==> src/rtl/elcd_pkg.sv <==
// Shared types, status codes and name tables for the escaped literal character decoder.
`default_nettype none

package elcd_pkg;

    localparam int CODE_WIDTH_DEF = 32;
    localparam int CP_W           = 32;
    localparam int ST_W           = 3;
    localparam int NAME_COUNT     = 7;
    localparam int NAME_IDX_W     = 3;
    localparam int NAME_POS_W     = 4;
    localparam int RADIX_W        = 6;

    localparam logic [ST_W-1:0] ST_OK       = 3'd0;
    localparam logic [ST_W-1:0] ST_UNKNOWN  = 3'd1;
    localparam logic [ST_W-1:0] ST_BADFORM  = 3'd2;
    localparam logic [ST_W-1:0] ST_UTF8     = 3'd3;
    localparam logic [ST_W-1:0] ST_OVERFLOW = 3'd4;

    localparam logic [RADIX_W-1:0] DIGIT_NONE = 6'd63;

    typedef struct packed {
        logic [CP_W-1:0] code_point;
        logic [ST_W-1:0] status;
    } t_result;

    function automatic logic [NAME_POS_W-1:0] name_len(input logic [NAME_IDX_W-1:0] idx);
        logic [NAME_POS_W-1:0] len;
        case (idx)
            3'd0:    len = 4'd5;
            3'd1:    len = 4'd3;
            3'd2:    len = 4'd8;
            3'd3:    len = 4'd6;
            3'd4:    len = 4'd9;
            3'd5:    len = 4'd6;
            3'd6:    len = 4'd6;
            default: len = 4'd0;
        endcase
        return len;
    endfunction

    function automatic logic [7:0] name_code(input logic [NAME_IDX_W-1:0] idx);
        logic [7:0] code;
        case (idx)
            3'd0:    code = 8'h20;
            3'd1:    code = 8'h09;
            3'd2:    code = 8'h0A;
            3'd3:    code = 8'h0D;
            3'd4:    code = 8'h08;
            3'd5:    code = 8'h7B;
            3'd6:    code = 8'h7D;
            default: code = 8'h00;
        endcase
        return code;
    endfunction

    // Character at a position of a name; text is right-aligned, first char highest.
    function automatic logic [7:0] name_char(input logic [NAME_IDX_W-1:0] idx,
                                             input logic [NAME_POS_W-1:0] pos);
        logic [71:0]           txt;
        logic [NAME_POS_W-1:0] len;
        logic [NAME_POS_W-1:0] off;
        logic [71:0]           sh;
        case (idx)
            3'd0:    txt = 72'("space");
            3'd1:    txt = 72'("tab");
            3'd2:    txt = 72'("linefeed");
            3'd3:    txt = 72'("return");
            3'd4:    txt = 72'("backspace");
            3'd5:    txt = 72'("lbrace");
            3'd6:    txt = 72'("rbrace");
            default: txt = '0;
        endcase
        len = name_len(idx);
        off = len - pos - 4'd1;
        sh  = txt >> {off, 3'b000};
        return (pos < len) ? sh[7:0] : 8'h00;
    endfunction

    function automatic logic [RADIX_W-1:0] digit_of(input logic [7:0] b);
        logic [RADIX_W-1:0] d;
        if (b >= "0" && b <= "9") begin
            d = RADIX_W'(b - "0");
        end else if (b >= "a" && b <= "z") begin
            d = RADIX_W'(b - "a" + 8'd10);
        end else if (b >= "A" && b <= "Z") begin
            d = RADIX_W'(b - "A" + 8'd10);
        end else begin
            d = DIGIT_NONE;
        end
        return d;
    endfunction

endpackage

`default_nettype wire

==> src/rtl/escaped_literal_char_decoder_top.sv <==
// Top level of the escaped literal character decoder: input register, decode core, result register.
//
//  channel | valid   | stall   | payload
//  --------+---------+---------+------------------------------
//  in      | i_valid | o_stall | i_char_byte
//  out     | o_valid | i_stall | o_code_point, o_status
//
// One byte per cycle while o_stall is low; each result is held in the result register.
// The byte register feeds the core, whose state settles in the same cycle.
// Reset (synchronous) returns the parser to idle and empties both registers.
// A stalled result holds; one more byte is taken into the input register meanwhile,
// and bytes that finish no character keep flowing behind a stalled result.
`default_nettype none

module escaped_literal_char_decoder_top
    import elcd_pkg::*;
#(
    parameter int CODE_WIDTH = CODE_WIDTH_DEF
) (
    input  wire logic            i_clk,
    input  wire logic            i_rst_n,
    input  wire logic            i_valid,
    output logic                 o_stall,
    input  wire logic [7:0]      i_char_byte,
    output logic                 o_valid,
    input  wire logic            i_stall,
    output logic [CP_W-1:0]      o_code_point,
    output logic [ST_W-1:0]      o_status
);

    logic       r_in_valid;
    logic [7:0] r_in_byte;
    logic       r_out_valid;
    t_result    r_out;

    logic       out_free;
    logic       fire;
    logic       has_result;
    t_result    result;

    elcd_core #(
        .CODE_WIDTH (CODE_WIDTH)
    ) u_core (
        .i_clk        (i_clk),
        .i_rst_n      (i_rst_n),
        .i_fire       (fire),
        .i_byte       (r_in_byte),
        .o_has_result (has_result),
        .o_result     (result)
    );

    assign out_free = !r_out_valid || !i_stall;
    assign fire     = r_in_valid && (!has_result || out_free);
    assign o_stall  = r_in_valid && !fire;

    always_ff @(posedge i_clk) begin
        if (!i_rst_n) begin
            r_in_valid  <= 1'b0;
            r_out_valid <= 1'b0;
        end else begin
            if (i_valid && !o_stall) begin
                r_in_valid <= 1'b1;
            end else if (fire) begin
                r_in_valid <= 1'b0;
            end
            if (fire && has_result) begin
                r_out_valid <= 1'b1;
            end else if (!i_stall) begin
                r_out_valid <= 1'b0;
            end
        end
    end

    always_ff @(posedge i_clk) begin
        if (i_valid && !o_stall) begin
            r_in_byte <= i_char_byte;
        end
        if (fire && has_result) begin
            r_out <= result;
        end
    end

    assign o_valid      = r_out_valid;
    assign o_code_point = r_out.code_point;
    assign o_status     = r_out.status;

endmodule

`default_nettype wire

==> src/rtl/elcd_core.sv <==
// Parse state and per-byte decode logic for the escaped literal character decoder.
`default_nettype none

module elcd_core
    import elcd_pkg::*;
#(
    parameter int CODE_WIDTH = CODE_WIDTH_DEF
) (
    input  wire logic    i_clk,
    input  wire logic    i_rst_n,
    input  wire logic    i_fire,
    input  wire logic [7:0] i_byte,
    output logic         o_has_result,
    output t_result      o_result
);

    localparam int ACC_W  = (CODE_WIDTH >= 32) ? 32 : CODE_WIDTH;
    localparam int WIDE_W = ACC_W + RADIX_W + 1;

    typedef enum logic [2:0] {
        M_IDLE, M_UTF8, M_ESC, M_BRACE, M_DEC, M_DIGITS, M_UPLUS, M_NAME
    } t_mode;

    t_mode                  r_mode,   n_mode;
    logic [ACC_W-1:0]       r_acc,    n_acc;
    logic [RADIX_W-1:0]     r_radix,  n_radix;
    logic [NAME_COUNT-1:0]  r_cand,   n_cand;
    logic [NAME_POS_W-1:0]  r_pos,    n_pos;
    logic [1:0]             r_left,   n_left;

    logic [RADIX_W-1:0]     dig;
    logic [WIDE_W-1:0]      acc_wide;
    logic                   acc_ovf;
    logic [NAME_COUNT-1:0]  name_match;
    logic                   name_done;
    logic [7:0]             done_code;

    logic                   res_valid;
    logic [CP_W-1:0]        res_cp;
    logic [ST_W-1:0]        res_st;

    assign dig      = digit_of(i_byte);
    assign acc_wide = WIDE_W'(r_acc) * WIDE_W'(r_radix) + WIDE_W'(dig);
    assign acc_ovf  = |acc_wide[WIDE_W-1:ACC_W];

    always_comb begin
        name_done = 1'b0;
        done_code = 8'h00;
        for (int i = 0; i < NAME_COUNT; i++) begin
            name_match[i] = r_cand[i] && (r_pos < name_len(NAME_IDX_W'(i)))
                            && (name_char(NAME_IDX_W'(i), r_pos) == i_byte);
            if (!name_done && r_cand[i] && (name_len(NAME_IDX_W'(i)) == r_pos)) begin
                name_done = 1'b1;
                done_code = name_code(NAME_IDX_W'(i));
            end
        end
    end

    always_comb begin
        n_mode    = r_mode;
        n_acc     = r_acc;
        n_radix   = r_radix;
        n_cand    = r_cand;
        n_pos     = r_pos;
        n_left    = r_left;
        res_valid = 1'b0;
        res_cp    = '0;
        res_st    = ST_OK;

        case (r_mode)
            M_IDLE: begin
                if (i_byte == "\\") begin
                    n_mode = M_ESC;
                end else if (!i_byte[7]) begin
                    res_valid = 1'b1;
                    res_cp    = CP_W'(i_byte);
                end else if (i_byte inside {[8'hC0:8'hDF]}) begin
                    n_acc  = ACC_W'(i_byte[4:0]);
                    n_left = 2'd1;
                    n_mode = M_UTF8;
                end else if (i_byte inside {[8'hE0:8'hEF]}) begin
                    n_acc  = ACC_W'(i_byte[3:0]);
                    n_left = 2'd2;
                    n_mode = M_UTF8;
                end else if (i_byte inside {[8'hF0:8'hF7]}) begin
                    n_acc  = ACC_W'(i_byte[2:0]);
                    n_left = 2'd3;
                    n_mode = M_UTF8;
                end else begin
                    res_valid = 1'b1;
                    res_st    = ST_UTF8;
                end
            end
            M_UTF8: begin
                if (i_byte[7:6] != 2'b10) begin
                    res_valid = 1'b1;
                    res_st    = ST_UTF8;
                end else begin
                    n_acc  = {r_acc[ACC_W-7:0], i_byte[5:0]};
                    n_left = r_left - 2'd1;
                    if (r_left == 2'd1) begin
                        res_valid = 1'b1;
                        res_cp    = CP_W'(n_acc);
                    end
                end
            end
            M_ESC: begin
                res_valid = 1'b1;
                case (i_byte)
                    "n":     res_cp = CP_W'(8'h0A);
                    "r":     res_cp = CP_W'(8'h0D);
                    "t":     res_cp = CP_W'(8'h09);
                    "b":     res_cp = CP_W'(8'h08);
                    "s":     res_cp = CP_W'(8'h20);
                    "f":     res_cp = CP_W'(8'h0C);
                    "\"":    res_cp = CP_W'(8'h22);
                    "\\":    res_cp = CP_W'(8'h5C);
                    "{": begin
                        res_valid = 1'b0;
                        n_mode    = M_BRACE;
                    end
                    default: res_st = ST_UNKNOWN;
                endcase
            end
            M_BRACE, M_NAME: begin
                if (r_mode == M_BRACE && i_byte >= "0" && i_byte <= "9") begin
                    n_acc   = ACC_W'(i_byte[3:0]);
                    n_radix = RADIX_W'(10);
                    n_mode  = M_DEC;
                end else if (r_mode == M_BRACE && i_byte == "U") begin
                    n_mode = M_UPLUS;
                end else if (i_byte == "}") begin
                    res_valid = 1'b1;
                    if (name_done) begin
                        res_cp = CP_W'(done_code);
                    end else begin
                        res_st = ST_BADFORM;
                    end
                end else if (name_match == '0) begin
                    res_valid = 1'b1;
                    res_st    = ST_BADFORM;
                end else begin
                    n_mode = M_NAME;
                    n_cand = name_match;
                    n_pos  = r_pos + 4'd1;
                end
            end
            M_DEC: begin
                if (i_byte >= "0" && i_byte <= "9") begin
                    if (acc_ovf) begin
                        res_valid = 1'b1;
                        res_st    = ST_OVERFLOW;
                    end else begin
                        n_acc = acc_wide[ACC_W-1:0];
                    end
                end else if (i_byte == "}") begin
                    res_valid = 1'b1;
                    res_cp    = CP_W'(r_acc);
                end else if (i_byte == "r") begin
                    if (r_acc < ACC_W'(2) || r_acc > ACC_W'(36)) begin
                        res_valid = 1'b1;
                        res_st    = ST_BADFORM;
                    end else begin
                        n_radix = r_acc[RADIX_W-1:0];
                        n_acc   = '0;
                        n_mode  = M_DIGITS;
                    end
                end else begin
                    res_valid = 1'b1;
                    res_st    = ST_BADFORM;
                end
            end
            M_UPLUS: begin
                if (i_byte != "+") begin
                    res_valid = 1'b1;
                    res_st    = ST_BADFORM;
                end else begin
                    n_radix = RADIX_W'(16);
                    n_acc   = '0;
                    n_mode  = M_DIGITS;
                end
            end
            M_DIGITS: begin
                if (i_byte == "}") begin
                    res_valid = 1'b1;
                    res_cp    = CP_W'(r_acc);
                end else if (dig >= r_radix) begin
                    res_valid = 1'b1;
                    res_st    = ST_BADFORM;
                end else if (acc_ovf) begin
                    res_valid = 1'b1;
                    res_st    = ST_OVERFLOW;
                end else begin
                    n_acc = acc_wide[ACC_W-1:0];
                end
            end
            default: begin
                n_mode = M_IDLE;
            end
        endcase

        // every result, and any stray mode, returns the parser to idle
        if (res_valid || r_mode == M_IDLE && n_mode == M_IDLE) begin
            n_mode  = M_IDLE;
            n_acc   = '0;
            n_radix = RADIX_W'(10);
            n_cand  = '1;
            n_pos   = '0;
            n_left  = '0;
        end
    end

    assign o_has_result        = res_valid;
    assign o_result.code_point = (res_st == ST_OK) ? res_cp : '0;
    assign o_result.status     = res_st;

    always_ff @(posedge i_clk) begin
        if (!i_rst_n) begin
            r_mode  <= M_IDLE;
            r_acc   <= '0;
            r_radix <= RADIX_W'(10);
            r_cand  <= '1;
            r_pos   <= '0;
            r_left  <= '0;
        end else if (i_fire) begin
            r_mode  <= n_mode;
            r_acc   <= n_acc;
            r_radix <= n_radix;
            r_cand  <= n_cand;
            r_pos   <= n_pos;
            r_left  <= n_left;
        end
    end

endmodule

`default_nettype wire

==> config.mk <==
export PLATFORM = sky130hd
export DESIGN_NAME = escaped_literal_char_decoder_top
export DESIGN_NICKNAME = d
export VERILOG_FILES = /design/src/rtl/elcd_pkg.sv /design/src/rtl/escaped_literal_char_decoder_top.sv /design/src/rtl/elcd_core.sv
export SDC_FILE = /design/constraint.sdc
export NUM_CORES = 1
export LEC_CHECK = 0
export BUFFER_PORTS_ARGS = -buffer_cell sky130_fd_sc_hd__clkbuf_2
export CORE_ASPECT_RATIO = 1.25
export CORE_MARGIN = 2
export CORE_UTILIZATION = 35
export DETAILED_ROUTE_END_ITERATION = 6
export GPL_TIMING_DRIVEN = 0
export PLACE_DENSITY = 0.57
export SLEW_MARGIN = 20
export SYNTH_ARGS = -nofsm -noshare
export SYNTH_HDL_FRONTEND = slang
export SYNTH_SLANG_ARGS = --single-unit
==> constraint.sdc <==
create_clock -name i_clk -period 16.8 [get_ports i_clk]
set_input_delay 3.36 -clock i_clk [delete_from_list [all_inputs] [get_ports i_clk]]
set_output_delay 3.36 -clock i_clk [all_outputs]
set_load 0.02 [all_outputs]
==> flow_summary.yaml, run 1 <==
timing:
  slew_headroom: 0.187
  rsz0062_at_grt: "no"
  finalClockSkew_ns: 0.0171
  hold_viol_final: 0
  setup_viol_count_final: 0
  slew_viol_final: 0
  fmax_mhz: 85.2
  finalCritPeriodShare: 0.699
  period_needed_ns: 11.74
  tns_ns: 0
  tightest_slew_ns: 1.21
floorplan:
  row_count: 81
  ios: 49
  dieHeight_um: 226
  dieWidth_um: 182
  dieArea_um2: 41200
  core_um2: 39100
  start_util: 0.354
detailed_routing:
  drtIter0Drc: 892
  routedWlPerCell_um: 21.9
  routed-via-count: 12402
  drt-total-wl_mm: 47.4
  routed_via_density: 5.74
  postRouteAntennaNets: 0
  dr.pass1.iters: 6
  drc: 0
cells_and_area:
  fillers: 4045
  mostFrequentLayoutCells: "nand2_1, and2_1, fa_1"
  fin_area_um2: 15000
  drive_above_1_share: 0.0806
  layout_commonest_cell: "nand2_1"
  final-seq-area_um2: 2410
  num-nets-final: 1912
  multi_input_area_um2: 10500
  n_antenna_cell: 0
  synthToLayoutAreaGrowth_pct: 8.47
clock_network:
  cts_hold_buffers: 0
  cts_sinks: 99
  post_cts_buffers: 0
  clock_latency_ns: 0.38
  cts_tree: "yes"
  numCtsBuffers: 9
  cts_resized: 0
  clockBufferDepth: 2
  cts.clk_slew.worst_paths_ns: 0.07
  htreeDepth: 3
  cts_root_buf: "clkbuf_16"
grt:
  grt_pass1_vias: 12861
  grt_remaining_overflow: 0
  grt_max_degree: 26
  grt_pass1_wl_mm: 73.9
  grt_usage: 0.234
  antenna_found_initial: 0
synthesis:
  synth-edff-count: 43
  ys_seq_elements: 99
  ys.flop_type: "dfxtp_1"
  ys_seq_area_frac: 0.174
  syn-cell-area_um2: 13800
  avgSynthCellArea_um2: 8.67
  yosysWarnings: 0
  async_flop_share: 0
  mappedNetlistNets: 1852
  netlist_instances: 1598
  ys_types: 88
placement:
  post_dp_cell_area_um2: 14700
  port_buffers: 48
  hpwl_mm: 37.1
  gp_congestion: 0.964
outcome:
  run_status: "complete, no violations"
hold_path:
  hp-class: "register to register"
power_and_ir_drop:
  ir_worst_vdd_v: 0.0000492
  powerDensity_nw_per_um2: 38.4
  leakagePower_nw: 6.69
setup_path:
  worstSetupPathType: "register to output port"
  crit_path_end_kind: "output port"
  cp-start-kind: "register"
  required_ns: 13.44
  crit_fanout: 10
  critPathArrivalTime_ns: 8.38
flow_run:
  maxCapViolations: 0
## worst paths after layout
check / startpoint / end / slack (ns) / cells after the start
min reg2reg: u_core.r_left[1] / u_core.r_left[1] / 0.53 / 2
max: r_in_byte[0] / o_stall / 5.06 / 27
min: u_core.r_left[1] / u_core.r_left[1] / 0.53 / 2
max reg2reg: r_in_byte[0] / o_code_point[15] / 8.36 / 27
## layout make-up
type	instances	area share
clock inverters	7	0.00383
repair buffers	49	0.0178
multi-input cells	1259	0.698
well taps	498	0.0415
plain buffers	116	0.0321
clock buffers	9	0.0150
flip-flops and latches	99	0.161
inverters	124	0.0310
## registers in the layout (all words and copies together), names as in the netlist
name and count:
u_core.r_radix 6, r_in_byte 8, u_core.r_pos 4, u_core.r_acc 32, u_core.r_mode 3, o_status 3
u_core.r_cand 7, o_code_point 32, r_in_valid 1, u_core.r_left 2, o_valid 1
## routing by layer
layer  vias up  wire length [um]  global-route usage
met5         -                 0                   0
met2       419             24100               0.430
met3       119              2120              0.0307
met4         0              2370               0.110
li1       5742                 -                   -
met1      6122             18800               0.270
## Yosys cell counts, drive strengths merged, types with 16 or more instances
cell | number | area share
and2 | 150 | 0.068
dfxtp | 56 | 0.081
fa | 124 | 0.18
nor3 | 27 | 0.0098
buf | 21 | 0.0090
a21oi | 64 | 0.023
nand3 | 43 | 0.016
a22o | 35 | 0.022
nand2b | 17 | 0.0077
clkbuf | 95 | 0.026
a21o | 16 | 0.0087
a22oi | 32 | 0.017
nor2 | 73 | 0.020
nand2 | 152 | 0.041
xor2 | 18 | 0.011
o2bb2ai | 27 | 0.018
o21ai | 50 | 0.018
edfxtp | 43 | 0.093
ha | 118 | 0.11
xnor2 | 31 | 0.020
mux2 | 27 | 0.022
inv | 122 | 0.033
nor2b | 21 | 0.0095
## logic make-up (layout without fill, tap and decap cells)
kind of cell	Yosys count	count (layout)	synth area share
xor gates and xnor gates	49	49	0.0310
muxes	37	37	0.0292
and+or+nand+nor	560	560	0.211
buffers and inverters	240	305	0.0684
DFF	99	99	0.174
adders and majority gates	242	242	0.286
AOI/OAI and AO/OA	371	371	0.200
## power by group
group          internal, mW  switching (mW)
Sequential            0.259         0.00511
Clock                 0.103           0.112
Combinational        0.0327          0.0646
Total                 0.395           0.182
## worst max-delay path, stage by stage, from the launching register on
cell and delay [ns]:
edfxtp_1 0.45, clkbuf_1 0.23, inv_1 0.34, ha_1 0.29, nor2_1 0.06, o211a_1 0.20, nor4_1 0.97, clkbuf_1 0.46
a211oi_1 0.13, xnor2_1 0.18, nor2_1 0.10, fa_1 0.56, inv_1 0.04, ha_1 0.34, o211ai_1 0.15, o21bai_4 0.21
o21ai_0 0.15, o21ai_0 0.74, a31oi_1 0.44, nand2_1 0.14, nor4bb_1 0.32, nand4b_4 0.25, buf_6 0.19, a21o_1 0.22
buf_2 0.25, nand3_1 0.15, nor2_1 0.21, clkbuf_2 0.21
## through the flow
stage | setup slack, ns | hold slack [ns] | total power [mW] | cells | utilization
floorplan | 7.54 | 0.479 | 0.332 | 1598 | -
global placement | 5.66 | 0.509 | 0.364 | 2144 | 0.376
detailed placement | 5.58 | 0.510 | 0.366 | 2145 | 0.377
CTS | 5.16 | 0.526 | 0.578 | 2161 | 0.384
global route | 4.62 | 0.537 | 0.596 | 2161 | 0.384
finish | 5.06 | 0.529 | 0.577 | 2161 | 0.384
(Power assumes the default switching activity.)
==> inputs of run 2 (changes only) <==
PLACE_DENSITY = 0.59   (was 0.57)
clock period = 10.75 ns   (was 16.8 ns; I/O delays follow)
==> flow_summary.yaml, run 2 (same netlist as run 1, synthesis figures left out) <==
outcome:
  run_status: "complete, no violations"
timing:
  fmax_mhz: 97.2
  period_needed_ns: 10.29
  finalCritPeriodShare: 0.957
  tightest_slew_ns: 1.01
  rsz0062_at_grt: "no"
  hold-worst-slack_ns: 0.526
  setup_viol_count_final: 0
  finalClockSkew_ns: 0.0222
  slew_viol_final: 0
  slew_headroom: 0.307
  tns_ns: 0
  hold_viol_final: 0
cells_and_area:
  fillers: 4041
  synthToLayoutAreaGrowth_pct: 8.83
  fin_area_um2: 15100
  stdcell_count: 2161
  n_antenna_cell: 0
  mostFrequentLayoutCells: "nand2_1, and2_1, fa_1"
  layout_commonest_cell: "nand2_1"
  num-nets-final: 1912
  drive_above_1_share: 0.0812
clock_network:
  cts_tree: "yes"
  cts.clk_slew.worst_paths_ns: 0.10
  clock_latency_ns: 0.38
  post_cts_buffers: 0
  cts_sinks: 99
  clockBufferDepth: 2
  cts_root_buf: "clkbuf_16"
  htreeDepth: 3
  cts_resized: 0
  numCtsBuffers: 9
  cts_hold_buffers: 0
detailed_routing:
  routed_via_density: 5.73
  routed-via-count: 12375
  wirelength_met1_mm: 19.1
  routedWlPerCell_um: 21.6
  dr.pass1.iters: 5
  postRouteAntennaNets: 0
  maxUsedRoutingLayer: "met5"
  wl_met2_mm: 23.3
  drtIter0Drc: 938
  drt-total-wl_mm: 46.8
  wl_met3_mm: 1.81
  drc: 0
setup_path:
  cpMaxStageDelayCell: "clkbuf_1"
  crit_path_end_kind: "output port"
  crit_fanout: 10
  worstSetupPathType: "register to output port"
  critPathTopFamily: "adder cells"
  crit_top_cell: "fa_1"
  crit_chain: "clkbuf_1 > nand2_1 > fa_1 > fa_1 > inv_1 > fa_1 > inv_1 > fa_1 > inv_1 > ha_1 > a21o_1 > o21bai_4 > o21ai_0 > o21ai_0 > a31oi_1 > o211ai_1 > nor4bb_1 > nand4b_4 > buf_6 > a21o_1 > buf_2 > nand3_1 > nor2_1 > clkbuf_2"
  cp-start-kind: "register"
  required_ns: 8.60
  critPathBufInv: 7
  max_stage_delay_ns: 0.76
  critPathArrivalTime_ns: 8.14
placement:
  hpwl_mm: 36.4
  port_buffers: 48
  place_inst: 2145
  gp_congestion: 0.961
  post_dp_cell_area_um2: 14700
grt:
  grt_pass1_vias: 12854
  grt_usage: 0.231
  antenna_found_initial: 1
  grt_max_degree: 30
  grt_remaining_overflow: 0
  grt_pass1_wl_mm: 73.4
floorplan:
  core_um2: 39100
  row_count: 81
  dieWidth_um: 182
  ios: 49
  dieArea_um2: 41200
  dieHeight_um: 226
  start_util: 0.354
flow_run:
  maxCapViolations: 0
power_and_ir_drop:
  leakagePower_nw: 6.70
  ir_worst_vdd_v: 0.0000793
  powerDensity_nw_per_um2: 61.7
hold_path:
  hp-class: "register to register"
[run 2: final cells by class]
class / instances / area, um2 / share of cell area
Multi-Input combinational cell: 1259 / 10500 / 0.696
Sequential cell: 99 / 2410 / 0.160
Inverter: 124 / 465 / 0.0309
Clock buffer: 10 / 250 / 0.0166
Clock inverter: 6 / 82.6 / 0.00548
Tap cell: 498 / 623 / 0.0413
Timing Repair Buffer: 49 / 260 / 0.0173
Buffer: 116 / 482 / 0.0320
[run 2: final timing paths]
path,start,end,slack [ns],cells past startpoint
worst max-delay path,u_core.r_radix[5],o_stall,0.46,24
worst min-delay path,u_core.r_acc[3],u_core.r_radix[3],0.53,2
worst max register to register,u_core.r_radix[5],o_code_point[22],2.59,24
worst min register to register,u_core.r_acc[3],u_core.r_radix[3],0.53,2
[run 2: report_power, final]
group | internal, mW | switching, mW
Combinational | 0.0508 | 0.103
Clock | 0.181 | 0.184
Sequential | 0.404 | 0.00691
[run 2: metal layers]
metal  GRT usage  vias to the layer above
li1            -                     5730
met1       0.273                     6113
met2       0.421                      407
met3      0.0217                      123
met4       0.112                        2
met5           0                        -
[run 2: worst register-to-register path, cell delays in order, from the launching register on]
cell and delay, ns:
dfxtp_1 0.51, clkbuf_1 0.76, nand2_1 0.19, fa_1 0.55, fa_1 0.56, inv_1 0.07
fa_1 0.54, inv_1 0.06, fa_1 0.51, inv_1 0.05, ha_1 0.35, a21o_1 0.23
o21bai_4 0.21, o21ai_0 0.26, o21ai_0 0.33, a31oi_1 0.62, o211ai_1 0.20, nor4bb_1 0.30
nand4b_4 0.24, buf_6 0.19, a21o_1 0.22, buf_2 0.27, nand2_1 0.14, inv_2 0.23
buf_12 0.25
[run 2: metrics by stage]
stage | util | power (mW) | setup slack (ns)
2_1_floorplan | - | 0.519 | 2.70
6_report | 0.385 | 0.930 | 0.465
3_5_place_dp | 0.377 | 0.571 | 0.838
5_1_grt | 0.385 | 0.959 | 0.133
3_3_place_gp | 0.376 | 0.568 | 0.938
4_1_cts | 0.385 | 0.930 | 0.432
